### config.mk
export PLATFORM = sky130hd
export DESIGN_NAME = tile_grid_connectivity_check_top
export DESIGN_NICKNAME = d
export VERILOG_FILES = /design/src/hdl/tgcc_pkg.sv /design/src/hdl/tgcc_cell.sv /design/src/hdl/tgcc_ctrl.sv /design/src/hdl/tile_grid_connectivity_check_top.sv
export SDC_FILE = /design/constraint.sdc
export NUM_CORES = 1
export LEC_CHECK = 0
export BUFFER_PORTS_ARGS = -buffer_cell sky130_fd_sc_hd__buf_4
export CORE_MARGIN = 3
export CORE_UTILIZATION = 48
export CTS_BUF_LIST = sky130_fd_sc_hd__clkbuf_4
export DETAILED_ROUTE_END_ITERATION = 10
export PLACE_DENSITY = 0.67
export SYNTH_ARGS = -nofsm -noshare
export SYNTH_HDL_FRONTEND = slang
export SYNTH_SLANG_ARGS = --single-unit
### constraint.sdc
create_clock -name clk -period 3 [get_ports clk]
set_clock_uncertainty 0.1 [all_clocks]
set_input_delay 0 -clock clk [delete_from_list [all_inputs] [get_ports clk]]
set_output_delay 0 -clock clk [all_outputs]
set_load 0.01 [all_outputs]
### src/hdl/tgcc_pkg.sv
// Package for the tile grid connectivity check.
// Holds tile port decode, field widths, control types and FSM codes.
// No dependencies.
package tgcc_pkg;

	localparam int DEF_GRID_ROWS = 8;
	localparam int DEF_GRID_COLS = 8;

	localparam int TILE_W   = 4;
	localparam int START_W  = 7;
	localparam int REACH_W  = 7;
	localparam int LAST_CODE = 10;
	localparam int REACH_MAX = 127;

	localparam logic [START_W-1:0] START_RESET = 7'd64;

	// Port mask bit positions
	localparam int P_L = 0;
	localparam int P_R = 1;
	localparam int P_U = 2;
	localparam int P_D = 3;

	typedef logic [3:0] port_mask_t;

	// Per-cycle commands from the sequencer to every cell
	typedef struct packed {
		logic load;
		logic seed;
		logic fill;
		logic shift;
	} cell_ctrl_t;

	typedef enum logic [4:0] {
		ST_IDLE   = 5'b00001,
		ST_SEED   = 5'b00010,
		ST_FILL   = 5'b00100,
		ST_COUNT  = 5'b01000,
		ST_REPORT = 5'b10000
	} state_t;

	// Decode a tile code into its open ports; codes past LAST_CODE open none
	function automatic port_mask_t code_ports(input logic [TILE_W-1:0] code);
		port_mask_t m;
		m = '0;
		unique case (code)
			4'd0:    m = (4'b1 << P_R) | (4'b1 << P_L);
			4'd1:    m = (4'b1 << P_U) | (4'b1 << P_D);
			4'd2:    m = (4'b1 << P_L) | (4'b1 << P_D);
			4'd3:    m = (4'b1 << P_L) | (4'b1 << P_U);
			4'd4:    m = (4'b1 << P_R) | (4'b1 << P_U);
			4'd5:    m = (4'b1 << P_R) | (4'b1 << P_D);
			4'd6:    m = (4'b1 << P_L) | (4'b1 << P_U) | (4'b1 << P_D);
			4'd7:    m = (4'b1 << P_R) | (4'b1 << P_L) | (4'b1 << P_U);
			4'd8:    m = (4'b1 << P_R) | (4'b1 << P_U) | (4'b1 << P_D);
			4'd9:    m = (4'b1 << P_R) | (4'b1 << P_L) | (4'b1 << P_D);
			4'd10:   m = 4'b1111;
			default: m = '0;
		endcase
		return m;
	endfunction

endpackage

### src/hdl/tgcc_cell.sv
// One grid cell: holds its port mask and visited bit.
// Spreads the visited mark from linked neighbors and shifts it out for counting.
// Depends on tgcc_pkg.
module tgcc_cell #(
	parameter int IDX   = 0,
	parameter int POS_W = 6
) (
	input  logic                          clk,
	input  logic                          arst_n,
	input  tgcc_pkg::cell_ctrl_t          ctrl,
	input  logic [POS_W-1:0]              load_pos,
	input  tgcc_pkg::port_mask_t          tile_mask,
	input  logic [tgcc_pkg::START_W-1:0]  start_node,
	input  logic [3:0]                    nb_vis,
	input  logic [3:0]                    nb_open,
	input  logic                          shift_in,
	output tgcc_pkg::port_mask_t          mask_q,
	output logic                          vis_q
);
	import tgcc_pkg::*;

	logic load_hit;
	logic seed_hit;
	logic linked;

	assign load_hit = ctrl.load && (load_pos == POS_W'(IDX));
	assign seed_hit = (int'(start_node) == IDX);
	assign linked   = |(nb_vis & nb_open & mask_q);

	// Store the tile mask when this cell is addressed
	always_ff @(posedge clk) begin
		if (load_hit) begin
			mask_q <= tile_mask;
		end
	end

	// Seed, spread, or shift the visited mark
	always_ff @(posedge clk or negedge arst_n) begin
		if (!arst_n) begin
			vis_q <= 1'b0;
		end else if (ctrl.seed) begin
			vis_q <= seed_hit;
		end else if (ctrl.fill) begin
			vis_q <= vis_q | linked;
		end else if (ctrl.shift) begin
			vis_q <= shift_in;
		end
	end

endmodule

### src/hdl/tgcc_ctrl.sv
// Sequencer: tile load position, flood fill and count phases, result registers.
// Drives the command struct shared by all cells.
// Depends on tgcc_pkg.
module tgcc_ctrl #(
	parameter int NUM_CELLS = 64,
	parameter int POS_W     = 6
) (
	input  logic                          clk,
	input  logic                          arst_n,
	input  logic                          start,
	input  logic                          last_tile,
	input  logic [tgcc_pkg::START_W-1:0]  start_node,
	input  logic                          tail_vis,
	input  logic                          tail_right,
	output logic                          busy,
	output tgcc_pkg::cell_ctrl_t          ctrl,
	output logic [POS_W-1:0]              load_pos,
	output logic                          done,
	output logic                          all_reached,
	output logic [tgcc_pkg::REACH_W-1:0]  reached_cells,
	output logic                          exit_reached
);
	import tgcc_pkg::*;

	localparam int CNT_W = $clog2(NUM_CELLS + 1);
	localparam logic [POS_W-1:0] POS_LAST = POS_W'(NUM_CELLS - 1);

	state_t           st_q;
	logic [POS_W-1:0] pos_q;
	logic [POS_W-1:0] cyc_q;
	logic [CNT_W-1:0] cnt_q;
	logic             exit_q;
	logic             done_q;
	logic             accept;
	logic             entr;
	logic             exit_seed;

	assign accept    = start && (st_q == ST_IDLE);
	assign entr      = (int'(start_node) == NUM_CELLS);
	assign exit_seed = (int'(start_node) == NUM_CELLS + 1);

	assign busy       = (st_q != ST_IDLE);
	assign load_pos   = pos_q;
	assign ctrl.load  = accept;
	assign ctrl.seed  = (st_q == ST_SEED);
	assign ctrl.fill  = (st_q == ST_FILL);
	assign ctrl.shift = (st_q == ST_COUNT);
	assign done       = done_q;

	// Advance the phase sequence
	always_ff @(posedge clk or negedge arst_n) begin
		if (!arst_n) begin
			st_q   <= ST_IDLE;
			pos_q  <= '0;
			cyc_q  <= '0;
			cnt_q  <= '0;
			exit_q <= 1'b0;
			done_q <= 1'b0;
		end else begin
			done_q <= 1'b0;
			unique case (st_q)
				ST_IDLE: begin
					if (accept) begin
						if (last_tile) begin
							pos_q <= '0;
							st_q  <= ST_SEED;
						end else if (pos_q == POS_LAST) begin
							pos_q <= '0;
						end else begin
							pos_q <= pos_q + 1'b1;
						end
					end
				end
				ST_SEED: begin
					cyc_q <= '0;
					cnt_q <= '0;
					st_q  <= ST_FILL;
				end
				ST_FILL: begin
					if (cyc_q == POS_LAST) begin
						cyc_q <= '0;
						st_q  <= ST_COUNT;
					end else begin
						cyc_q <= cyc_q + 1'b1;
					end
				end
				ST_COUNT: begin
					// Tail cell still holds its settled mark on the first count cycle
					if (cyc_q == '0) begin
						exit_q <= (tail_vis && tail_right) || exit_seed;
					end
					cnt_q <= cnt_q + CNT_W'(tail_vis);
					if (cyc_q == POS_LAST) begin
						st_q <= ST_REPORT;
					end else begin
						cyc_q <= cyc_q + 1'b1;
					end
				end
				ST_REPORT: begin
					done_q <= 1'b1;
					st_q   <= ST_IDLE;
				end
				default: begin
					st_q <= ST_IDLE;
				end
			endcase
		end
	end

	// Hold the result fields for the strobe cycle
	always_ff @(posedge clk) begin
		if (st_q == ST_REPORT) begin
			all_reached   <= entr && exit_q && (int'(cnt_q) == NUM_CELLS);
			exit_reached  <= exit_q;
			reached_cells <= (int'(cnt_q) > REACH_MAX) ? REACH_W'(REACH_MAX)
			                                          : REACH_W'(cnt_q);
		end
	end

endmodule

### src/hdl/tile_grid_connectivity_check_top.sv
// Top level of the tile grid connectivity check.
// Instantiates the grid of cells and the sequencer; holds the start node register.
// Depends on tgcc_pkg, tgcc_cell, tgcc_ctrl.
//
// channel   ports                                       handshake
// tile in   tile_code, last_tile                        start & !busy
// result    all_reached, reached_cells, exit_reached    done, one cycle, no stall
// config    start_node                                  start_node_we
//
// A tile without the last mark is stored in the cell at the load position. The last tile
// is followed by the seed state, the fill phase (one hop of the visited mark per cycle along
// the cell links), the count phase that shifts the marks out to the counter, and the report
// state; busy is high from the seed state through the report state. done pulses in the
// cycle after the report state; busy is low again in the same cycle. Reset clears visited
// marks, load position and sequencer; start_node resets to the entrance node.
module tile_grid_connectivity_check_top #(
	parameter int GRID_ROWS = tgcc_pkg::DEF_GRID_ROWS,
	parameter int GRID_COLS = tgcc_pkg::DEF_GRID_COLS
) (
	input  logic                          clk,
	input  logic                          arst_n,
	input  logic                          start,
	output logic                          busy,
	input  logic [tgcc_pkg::TILE_W-1:0]   tile_code,
	input  logic                          last_tile,
	input  logic                          start_node_we,
	input  logic [tgcc_pkg::START_W-1:0]  start_node,
	output logic                          done,
	output logic                          all_reached,
	output logic [tgcc_pkg::REACH_W-1:0]  reached_cells,
	output logic                          exit_reached
);
	import tgcc_pkg::*;

	localparam int NUM_CELLS = GRID_ROWS * GRID_COLS;
	localparam int POS_W     = (NUM_CELLS > 1) ? $clog2(NUM_CELLS) : 1;

	logic [START_W-1:0] start_node_q;
	cell_ctrl_t         ctrl;
	logic [POS_W-1:0]   load_pos;
	port_mask_t         tile_mask;
	port_mask_t         mask [NUM_CELLS];
	logic [NUM_CELLS-1:0] vis;
	logic               entr;

	assign tile_mask = code_ports(tile_code);
	assign entr      = (int'(start_node_q) == NUM_CELLS);

	// Hold the start node register
	always_ff @(posedge clk or negedge arst_n) begin
		if (!arst_n) begin
			start_node_q <= START_RESET;
		end else if (start_node_we) begin
			start_node_q <= start_node;
		end
	end

	// Grid of cells with neighbor links
	for (genvar r = 0; r < GRID_ROWS; r++) begin : g_row
		for (genvar c = 0; c < GRID_COLS; c++) begin : g_col
			localparam int I = r * GRID_COLS + c;
			logic [3:0] nb_vis;
			logic [3:0] nb_open;
			logic       shift_in;

			if (c == 0) begin : g_l_edge
				if (I == 0) begin : g_entr
					assign nb_vis[P_L]  = entr;
					assign nb_open[P_L] = 1'b1;
				end else begin : g_none
					assign nb_vis[P_L]  = 1'b0;
					assign nb_open[P_L] = 1'b0;
				end
			end else begin : g_l
				assign nb_vis[P_L]  = vis[I-1];
				assign nb_open[P_L] = mask[I-1][P_R];
			end

			if (c == GRID_COLS - 1) begin : g_r_edge
				assign nb_vis[P_R]  = 1'b0;
				assign nb_open[P_R] = 1'b0;
			end else begin : g_r
				assign nb_vis[P_R]  = vis[I+1];
				assign nb_open[P_R] = mask[I+1][P_L];
			end

			if (r == 0) begin : g_u_edge
				assign nb_vis[P_U]  = 1'b0;
				assign nb_open[P_U] = 1'b0;
			end else begin : g_u
				assign nb_vis[P_U]  = vis[I-GRID_COLS];
				assign nb_open[P_U] = mask[I-GRID_COLS][P_D];
			end

			if (r == GRID_ROWS - 1) begin : g_d_edge
				assign nb_vis[P_D]  = 1'b0;
				assign nb_open[P_D] = 1'b0;
			end else begin : g_d
				assign nb_vis[P_D]  = vis[I+GRID_COLS];
				assign nb_open[P_D] = mask[I+GRID_COLS][P_U];
			end

			if (I == 0) begin : g_shift_head
				assign shift_in = 1'b0;
			end else begin : g_shift
				assign shift_in = vis[I-1];
			end

			tgcc_cell #(
				.IDX   (I),
				.POS_W (POS_W)
			) u_cell (
				.clk        (clk),
				.arst_n     (arst_n),
				.ctrl       (ctrl),
				.load_pos   (load_pos),
				.tile_mask  (tile_mask),
				.start_node (start_node_q),
				.nb_vis     (nb_vis),
				.nb_open    (nb_open),
				.shift_in   (shift_in),
				.mask_q     (mask[I]),
				.vis_q      (vis[I])
			);
		end
	end

	tgcc_ctrl #(
		.NUM_CELLS (NUM_CELLS),
		.POS_W     (POS_W)
	) u_ctrl (
		.clk           (clk),
		.arst_n        (arst_n),
		.start         (start),
		.last_tile     (last_tile),
		.start_node    (start_node_q),
		.tail_vis      (vis[NUM_CELLS-1]),
		.tail_right    (mask[NUM_CELLS-1][P_R]),
		.busy          (busy),
		.ctrl          (ctrl),
		.load_pos      (load_pos),
		.done          (done),
		.all_reached   (all_reached),
		.reached_cells (reached_cells),
		.exit_reached  (exit_reached)
	);

endmodule
* Yosys cells after proc, flatten, opt, wreduce, memory -nomap -nowiden *
Memory sizes are Yosys's and may differ from the RTL's.
Cells that the tools add are included.

cells by class
  order comparisons = 0
  shifts and indexed selects = 0
  add/sub/neg operators = 3
  muxes and demuxes = 204
  reduce and logical (&&, ||, !) cells = 142
  eq/ne operators = 141
  bitwise logic cells = 192
  div/mod/pow operators = 0
  multipliers = 0

operators with widths
  kind                   count
  $and A4 B4 Y4          120
  $reduce_or A4 Y1       64
  $eq A7 B7 Y1 const B   35
  $eq A6 B6 Y1 const B   33
  $mux W1                193
  $eq A7 B6 Y1 const B   16
  $eq A6 B5 Y1 const B   16
  $logic_and A1 B1 Y1    68
  $or A1 B1 Y1           64
  $eq A7 B5 Y1 const B   8
  $eq A6 B4 Y1 const B   8
  $eq A7 B4 Y1 const B   4
  $and A3 B3 Y3          8
  $eq A6 B3 Y1 const B   4
  $mux W6                4
  $mux W5                4
  $pmux W5 S4            1
  $pmux W6 S3            1
  $eq A7 B3 Y1 const B   2
  $pmux W7 S2            1
  $add A6 B1 Y6 const B  2
  $eq A6 B2 Y1 const B   2
  $logic_not A6 Y1       2
  $add A7 B1 Y7          1
  other kinds (16)       21

storage, ports and cells
  RAM bits = 0
  logic and storage cells = 821
  memories kept = 1
  register bits after elaboration = 362
  input bits = 16
  output and inout port bits = 11
  ROM bits = 64
  bits in latches = 0

memories
  memory            words  bits a word  rd ports  clocked after memory_dff  wr ports  RTL line        source
  (name not given)  16     4            1         0                         0         tgcc_pkg.sv:45  unique case (code)

* Depth between registers and ports, before layout *
Gate-level depths: netlist of run 1.

  depth in word-level cells = 7
  depth in mapped cells = 7
  depth with buffers taken out = 6

* Cells and area by module *
From an unflattened synthesis of run 1, not the netlist that was laid out.

second synthesis, totals
  cell total of the unflattened synthesis = 1531
  area total of the unflattened synthesis = 18415.2 µm²

modules (own cells, without submodules)
  module                                    cells an instance  area each (µm²)  instances  sequential area each (µm²)
  tgcc_cell (g_row[2].g_col[5].u_cell ...)  20                 260.2            12         145.1
  tgcc_cell (g_row[0].g_col[5].u_cell ...)  20                 257.7            10         145.1
  tgcc_ctrl                                 159                1707.9           1          922.1
  tgcc_cell (g_row[6].g_col[5].u_cell ...)  21                 257.7            4          145.1
  tgcc_cell (g_row[2].g_col[1].u_cell ...)  21                 255.2            4          145.1
  tgcc_cell (g_row[2].g_col[7].u_cell ...)  22                 251.5            4          145.1
  tgcc_cell (g_row[0].g_col[3].u_cell ...)  22                 249.0            4          145.1
  tgcc_cell (g_row[3].g_col[7].u_cell ...)  22                 242.7            4          145.1
  tgcc_cell (g_row[3].g_col[4].u_cell ...)  20                 255.2            3          145.1
  tgcc_cell (g_row[6].g_col[1].u_cell ...)  22                 260.2            2          145.1
  tgcc_cell (g_row[0].g_col[4].u_cell ...)  20                 259.0            2          145.1
  tgcc_cell (g_row[2].g_col[0].u_cell ...)  21                 256.5            2          145.1
  tgcc_cell (g_row[6].g_col[4].u_cell ...)  20                 249.0            2          145.1
  tgcc_cell (g_row[0].g_col[1].u_cell ...)  20                 247.7            2          145.1
  +8 rows                                   n/a                n/a              n/a        n/a

* Worst setup path before layout of run 1 *
OpenSTA, ideal clock, no wires.

  kind = input-to-reg
  start point = input port tile_code[0] (netlist name)
  end point = register g_row[0].g_col[0].u_cell.mask_q[3] (data pin)
  library setup time = 0.640 ns
  data arrival time = 2.570 ns
  setup slack = -0.309 ns
  buffers on the path = 0
  cell stages on the path = 4
  data required time = 2.260 ns
  cells stage by stage = inv_1 -> ha_1 -> inv_1 -> o21ai_0

between the ends
  word-level cells in the longest chain between the ends = 1

RTL lines
  what                                       RTL line                                source
  start: declaration                         tile_grid_connectivity_check_top.sv:24  input logic [tgcc_pkg::TILE_W-1:0] tile_code,
  $mem_v2 Z16 W4                             n/a
  via g_row[0].g_col[0].u_cell.tile_mask[3]  tgcc_cell.sv:12                         input tgcc_pkg::port_mask_t tile_mask,
  end signal: assignment                     tgcc_cell.sv:33                         mask_q <= tile_mask;
  end: declaration                           tgcc_cell.sv:17                         output tgcc_pkg::port_mask_t mask_q,

The timed path passes the listed nets, and every way through them passes these cells.
A chain may end at the register's enable or synchronous reset.

* Final worst setup path of run 1 *
  start point = register u_ctrl.st_q[0]
  end point = register u_ctrl.pos_q[3], in the netlist u_ctrl.load_pos[3]

between the ends
  word-level cells in the longest chain between the ends = 3

RTL lines
  what                           RTL line                          source
  start: declaration             tgcc_ctrl.sv:28                   state_t st_q;
  start signal: assignment       tgcc_ctrl.sv:53                   st_q <= ST_IDLE;
  start signal: assignment       tgcc_ctrl.sv:66                   st_q <= ST_SEED;
  start signal: assignment       tgcc_ctrl.sv:77                   st_q <= ST_FILL;
  $eq A5 B1 Y1 *                 tgcc_ctrl.sv:38, tgcc_ctrl.sv:61
  $logic_and A1 B1 Y1            tgcc_ctrl.sv:38                   assign accept = start && (st_q == ST_IDLE);
  $reduce_and A2 Y1 (no line) *  n/a
  end signal: assignment         tgcc_ctrl.sv:70                   pos_q <= pos_q + 1'b1;
  end: declaration               tgcc_ctrl.sv:29                   logic [POS_W-1:0] pos_q;

Every way passes the cells marked *; elsewhere a longest branch is shown, timed or not.

==> results of run 1 <==
==> routing by layer <==
layer / wire length [um] / up-vias / track usage, %
li1: - / 5143 / -
met1: 16600 / 5684 / 35.2
met2: 19400 / 686 / 39.6
met3: 4030 / 114 / 5.11
met4: 1470 / 0 / 10.6
met5: 0 / - / 0
==> cell usage in the layout, fill, tap and decap left out, types with 4 or more instances in the layout <==
master         synthesis  layout
o21ai_0               12       9
nand2b_1              10      10
edfxtp_1             235     235
a21oi_1              135     135
nor4_1                 5       4
nor3_1                 9       9
mux2_2                 6       6
ha_1                  12      12
clkbuf_4               0     126
buf_4                  0      46
buf_12                 0       8
dlygate4sd3_1          0      33
clkinv_1               0      22
nand2_1              100      99
a32oi_1               55      55
o21ai_1               10      10
o211ai_1               8       8
dfrtp_1               95      94
nor2_1               153     153
a21o_1                 6       6
a31oi_1               64      64
nand4_1                5       5
inv_1                 12      12
mux2i_1                4       4
nand3_1              228     228
==> report_power, final <==
part / switching [mW] / internal, mW / leakage (nW)
sequential: 0.938 / 5.44 / 3.27
clock: 1.85 / 2.19 / 0.668
combinational: 1.20 / 0.930 / 2.02
total: 3.98 / 8.56 / 5.96
==> final cells by class <==
class / instances / area [um^2] / area share, %
inverter: 12 / 45.0 / 0.269
clock buffer: 126 / 946 / 5.65
multi-input combinational: 863 / 4730 / 28.2
antenna: 1 / 2.50 / 0.0149
clock inverter: 29 / 195 / 1.17
sequential: 332 / 9490 / 56.6
timing repair buffer: 88 / 863 / 5.15
tap: 384 / 480 / 2.87
==> stage by stage <==
stage	cell area, um^2	power [mW]	std cells	util, %
finish	16700	12.5	1835	57.3
global route	16700	13.2	1835	57.3
CTS	16700	12.6	1833	57.2
detailed placement	15200	8.50	1644	52.1
global placement	15200	8.43	1644	52.1
floorplan	14500	7.54	1269	-
==> kinds of logic (layout without fill, tap and decap cells) <==
group / Yosys count / count (layout)
DFF: 332 / 332
muxes: 10 / 10
buffers and inverters: 74 / 255
xor gates and xnor gates: 2 / 2
adders and majority gates: 12 / 12
AOI/OAI and AO/OA: 308 / 308
other: 0 / 1
and+or+nand+nor: 531 / 531
==> worst register-to-register path, cell delays in order, from the launching register on <==
cell	delay (ns)
dfstp_2	0.56
nor3b_4	0.19
buf_4	0.15
nand2_1	0.09
or4_1	0.49
dlygate4sd3_1	0.58
o21ai_1	0.08
dlygate4sd3_1	0.56
==> worst paths after layout <==
path,to,slack (ns),cells past startpoint
min reg2reg,u_ctrl.exit_reached$_DFFE_PP_,0.40,0
max reg2reg,u_ctrl.load_pos[3]$_DFFE_PN0P_,0.13,7
min in group asynchronous,u_ctrl.st_q[0]$_DFFE_PN1P_,0.32,3
min,g_row[3].g_col[3].u_cell.mask_q[2]$_DFFE_PP_,0.08,6
max in group asynchronous,g_row[1].g_col[3].u_cell.vis_q$_DFFE_PN0P_,2.11,4
max,u_ctrl.load_pos[3]$_DFFE_PN0P_,0.13,7
==> flip-flops by register name, summed over array words and instances (netlist names), 5 cells and up <==
name	flops
g_row.g_col.u_cell.mask_q	226
g_row.g_col.u_cell.vis_q	64
start_node_q	7
u_ctrl.cnt_q	7
u_ctrl.cyc_q	6
u_ctrl.load_pos	6
u_ctrl.reached_cells	7
u_ctrl.st_q	5
==> synthesized netlist by cell type, types with 2 or more instances <==
cell / count
a21o_1: 6
a21oi_1: 135
a22o_1: 2
a22oi_1: 2
a31oi_1: 64
a32o_1: 2
a32oi_1: 55
a41oi_1: 3
and2_1: 3
buf_1: 5
buf_2: 13
buf_6: 5
clkbuf_1: 39
dfrtp_1: 95
dfstp_2: 2
edfxtp_1: 235
ha_1: 12
inv_1: 12
mux2_2: 6
mux2i_1: 4
nand2_1: 100
nand2b_1: 10
nand3_1: 228
nand4_1: 5
nor2_1: 153
nor2b_1: 3
nor3_1: 9
nor3b_1: 2
nor4_1: 5
nor4_4: 3
o211ai_1: 8
o21ai_0: 12
o21ai_1: 10
or3_1: 2
xor2_1: 2
==> repair_timing <==
item	4_1_cts	5_1_grt
setup endpoints to repair	0	1
resized for setup	0	2
hold endpoints to repair	287	0
hold buffers	34	0
buffers inserted	0	1
==> flow_summary.toml, run 1 <==
[floorplan]
dieArea_mm2 = 0.0323
floorplan.initialDensity_pct = 49.5
std_cell_rows = 62
dieHeight_um = 180
design.portCount = 27
floorplan.core_area_mm2 = 0.0292
die_w_um = 180

[clock_network]
clockRootBuffer = "clkbuf_4"
cts.path.max_buffers = 3
clkTransAtPathRegs_ns = 0.07
cts_made_buffers = 84
tritoncts = "done"
h-tree-depth = 3
clock_sinks = 332
worst_skew_pair_later_pin_latency_ns = 0.70

[timing]
maxClockFrequency_mhz = 348
slew_headroom_pct = 35.2
final-setup-viol-count = 0
timing.final.hold_violations = 0
setup_tns_ns = 0
worst_hold_slack_after_final_layout_ns = 0.0832
grt_setup_unrepaired = "no"
timing.final.max_slew_violations = 0
period_share_pct = 95.8
actual_slew_at_the_worst_max_slew_pin_ns = 0.969
finalCriticalPeriod_ns = 2.87
postLayoutSetupSlackWorst_ns = 0.126

[logic_synthesis]
synth_cells = 1269
synth_enable_flop_cells = 235
yosys-mux-area-fraction_pct = 0.743
yosysTopAreaCell = "edfxtp_1"
ys_seq_area_share_pct = 65.5
synthDominantCellAreaShare_pct = 48.7
combinational_family_with_the_most_area_after_synthesis = "simple AND/OR/NAND/NOR gates"
dominantRegCellSynth = "edfxtp_1"
synthesis.nets = 1297
synth-xor-area-share_pct = 0.121
compound_gate_portion_of_the_synthesized_area_pct = 13.3
ys_types = 52
yosysWarningCount = 0
yosys.area_share.adder_pct = 1.04
synth_area_leaders = "edfxtp_1, dfrtp_1, nand3_1"
syn_area_mm2 = 0.0145
synth-seq-cells = 332
async_reset_ff_share_pct = 29.2
post_synth_and_or_nand_nor_area_fraction_pct = 17.0
avgSynthCellArea_um2 = 11.4

[min_path]
hold_start = "tile_code[0]"
hold_class = "primary input to flop"

[place]
placement.setup.worst_slack_ns = 0.631
buffer_ports.inserted = 26
gpl.final_weighted_congestion = 0.862
dp_hpwl_mm = 25.3

[global_route]
grt_start_max_net_pins = 63
antenna_found_initial = 1
gr-total-overflow = 0
all_layer_gr_usage_pct = 25.4
number_of_global_route_vias_before_repair = 11491
wire_length_of_the_first_global_routing_pass_mm = 64.9

[setup_path]
max_stage_delay_ns = 0.58
worst-endpoint-required_ns = 3.53
cp-start-kind = "flop"
worst_setup_path_end_kind = "flop"
timing_worst_setup_path_type = "flop to flop"
timing.critical_path.cells = "nor3b_4, buf_4, nand2_1, or4_1, dlygate4sd3_1, o21ai_1, dlygate4sd3_1"
worst_path_max_delay_cell = "dlygate4sd3_1"
worst_ep_arrival_time_ns = 3.40
critPathLaunch = "u_ctrl.st_q[0]$_DFFE_PN1P_"
cpLargestDelayFamily = "buffers and inverters"
critical-path-top-cell-by-count = "dlygate4sd3_1"
reg2reg_from = "u_ctrl.st_q[0]$_DFFE_PN1P_"
cp.buffers_inverters = 3
timing.critical_path.fanout_max = 4

[pwr]
total_leakage_power_nw = 5.96
ir_drop_worst_vdd_mv = 0.294
power-per-cell-area_mw_per_mm2 = 749

[outcome]
outcome = "completed"

[detailed_routing]
dr.pass1.iters = 5
antenna_violating_nets_post_route = 0
num_vias = 11627
post-route-drc-count = 0
avgRoutedWirePerCell_um = 22.6
viasPerCell = 6.34
drt_iter0_drc = 1268
drt_wl_total_mm = 41.4

[flow_run]
maxCapViolations = 0

[cells_and_area]
area_growth_pct = 15.7
nFillCells = 2442
final_stage_net_count = 1409
final_layout_size_suffix_gt1_share_pct = 14.6
Note: power is estimated with default switching activity, not from simulation.
==> run 2: changes to the inputs <==
- CORE_UTILIZATION: 48 -> 65
- PLACE_DENSITY: 0.67 -> 0.85
==> flow_summary.toml, run 2 (same netlist as run 1, synthesis figures left out) <==
[pwr]
power.share.sequential_pct = 52.0
power.switching_mw = 4.08
total_leakage_power_nw = 5.90
power-per-cell-area_mw_per_mm2 = 747
design_power_total_mw = 12.3
power.combinational.fraction_pct = 17.9
cell_internal_pwr_mw = 8.22
ir_drop_worst_vdd_mv = 0.311
p_sw_share_pct = 33.2
clkPwrFrac_pct = 30.1

[timing]
timing.final.hold_violations = 0
postLayoutSetupSlackWorst_ns = 0.115
grt_setup_unrepaired = "no"
actual_slew_at_the_worst_max_slew_pin_ns = 1.28
period_share_pct = 96.2
setup_tns_ns = 0
slew_headroom_pct = 14.6
maxClockFrequency_mhz = 347
finalCriticalPeriod_ns = 2.88
final-setup-viol-count = 0
timing.final.max_slew_violations = 0

[global_route]
number_of_global_route_vias_before_repair = 12044
grt-busiest-layer = "met2"
grt.met1_usage_pct = 47.1
antenna_found_initial = 1
grtUsageMet2_pct = 55.6
grt_start_max_net_pins = 65
wire_length_of_the_first_global_routing_pass_mm = 66.8
all_layer_gr_usage_pct = 35.9
grt_use_met3_pct = 9.60
gr-total-overflow = 0

[detailed_routing]
post-route-drc-count = 0
avgRoutedWirePerCell_um = 25.1
drt_wl_total_mm = 43.2
dr.pass1.iters = 9
drt_iter0_drc = 1959
antenna_violating_nets_post_route = 0
num_vias = 12231
viasPerCell = 7.11

[cells_and_area]
postLayoutCellArea_mm2 = 0.0165
area_growth_pct = 13.7
largest_register_ff_count = 226
final_layout_size_suffix_gt1_share_pct = 14.3
largestRegisters = "g_row.g_col.u_cell.mask_q x226, g_row.g_col.u_cell.vis_q x64"
final_stage_net_count = 1405
leading_cell_type_in_the_layout_fill_and_taps_excluded = "edfxtp_1"
most-common-layout-cells = "edfxtp_1, nand3_1, nor2_1"
max_flop_register = "g_row.g_col.u_cell.mask_q"

[outcome]
outcome = "completed"

[floorplan]
die_w_um = 155
design.portCount = 27
dieArea_mm2 = 0.0241
std_cell_rows = 53
dieHeight_um = 155
floorplan.core_area_mm2 = 0.0214
floorplan.initialDensity_pct = 67.6

[setup_path]
timing.critical_path.fanout_max = 5
critPathLaunch = "u_ctrl.st_q[0]$_DFFE_PN1P_"
cp-start-kind = "flop"
timing_worst_setup_path_type = "flop to flop"
worst_ep_arrival_time_ns = 3.42
worst_setup_path_end_kind = "flop"
reg2reg_from = "u_ctrl.st_q[0]$_DFFE_PN1P_"
worst-endpoint-required_ns = 3.54

[clock_network]
h-tree-depth = 3
tritoncts = "done"
cts.path.max_buffers = 3
clkTransAtPathRegs_ns = 0.08
cts_made_buffers = 81
clockRootBuffer = "clkbuf_4"
clock_sinks = 332
worst_skew_pair_later_pin_latency_ns = 0.72

[place]
buffer_ports.inserted = 26
place_area_mm2 = 0.0151
placement.setup.worst_slack_ns = 0.535
dp_hpwl_mm = 25.7
gpl.final_weighted_congestion = 0.878

[min_path]
hold_class = "primary input to flop"
hold_start = "tile_code[0]"

[flow_run]
maxCapViolations = 0
==> run 2: cell count changes in the layout (fill, tap and decap cells not counted), sizes merged <==
| cell | delta |
|---|---|
| bufinv | -3 |
| buf | -2 |
| clkinv | -2 |
| clkbuf | -6 |
| dlygate4sd3 | +1 |
| inv | +6 |
==> run 2: area by class of cell <==
class                      count  area, um^2
sequential                   332        9490
fill                        1324        4950
multi-input combinational    863        4730
clock buffer                 120         901
timing repair buffer          87         833
tap                          275         344
clock inverter                30         119
inverter                      12        45.0
antenna                        1        2.50
==> run 2: power by group through the flow <==
stage	clock (mW)	combinational, mW	sequential [mW]
after floorplan	0	1.49	6.05
after global placement	0	1.98	6.38
after detailed placement	0	2.06	6.42
after CTS	3.70	2.13	6.33
after global routing	3.94	2.41	6.43
final	3.70	2.20	6.40
==> run 2: worst max-delay path, cell delays in order, from the launching register on <==
cell           delay, ns
dfstp_2             0.57
nor3b_4             0.19
buf_4               0.15
nand2_1             0.12
or4_1               0.49
dlygate4sd3_1       0.57
o21ai_1             0.07
dlygate4sd3_1       0.55
==> run 2: path summary, 6_finish.rpt <==
path / slack [ns] / end / depth (start not counted)
setup / recovery: 0.12 / u_ctrl.load_pos[3]$_DFFE_PN0P_ / 7
hold / removal: 0.08 / g_row[7].g_col[4].u_cell.mask_q[1]$_DFFE_PP_ / 4
setup reg to reg: 0.12 / u_ctrl.load_pos[3]$_DFFE_PN0P_ / 7
hold reg to reg: 0.42 / u_ctrl.cnt_q[6]$_DFFE_PN0P_ / 1
max in group asynchronous: 2.15 / g_row[3].g_col[4].u_cell.vis_q$_DFFE_PN0P_ / 4
min in group asynchronous: 0.27 / start_node_q[6]$_DFFE_PN1P_ / 3
==> run 2: per-layer routing <==
metal / part of all wire (%) / routed length, um / up-vias
li1: - / - / 5126
met3: 14 / 6140 / 232
met4: 5.5 / 2390 / 0
met1: 34 / 14800 / 5685
met2: 46 / 19800 / 1188
met5: 0 / 0 / -
==> run 2: stage by stage <==
| step | utilization, % | hold slack [ns] | std cells |
|---|---|---|---|
| floorplan | - | -0.396 | 1269 |
| global placement | 70.3 | -0.0308 | 1533 |
| detailed placement | 70.3 | -0.0479 | 1533 |
| CTS | 76.8 | 0.0261 | 1718 |
| global route | 76.9 | 0.0854 | 1720 |
| finish | 76.9 | 0.0768 | 1720 |
==> run 2: repair_timing <==
| item | CTS | global route |
|---|---|---|
| buffers inserted | 0 | 1 |
| hold buffers | 35 | 0 |
| setup endpoints to repair | 0 | 1 |
| resized for setup | 0 | 3 |
| hold endpoints to repair | 274 | 0 |
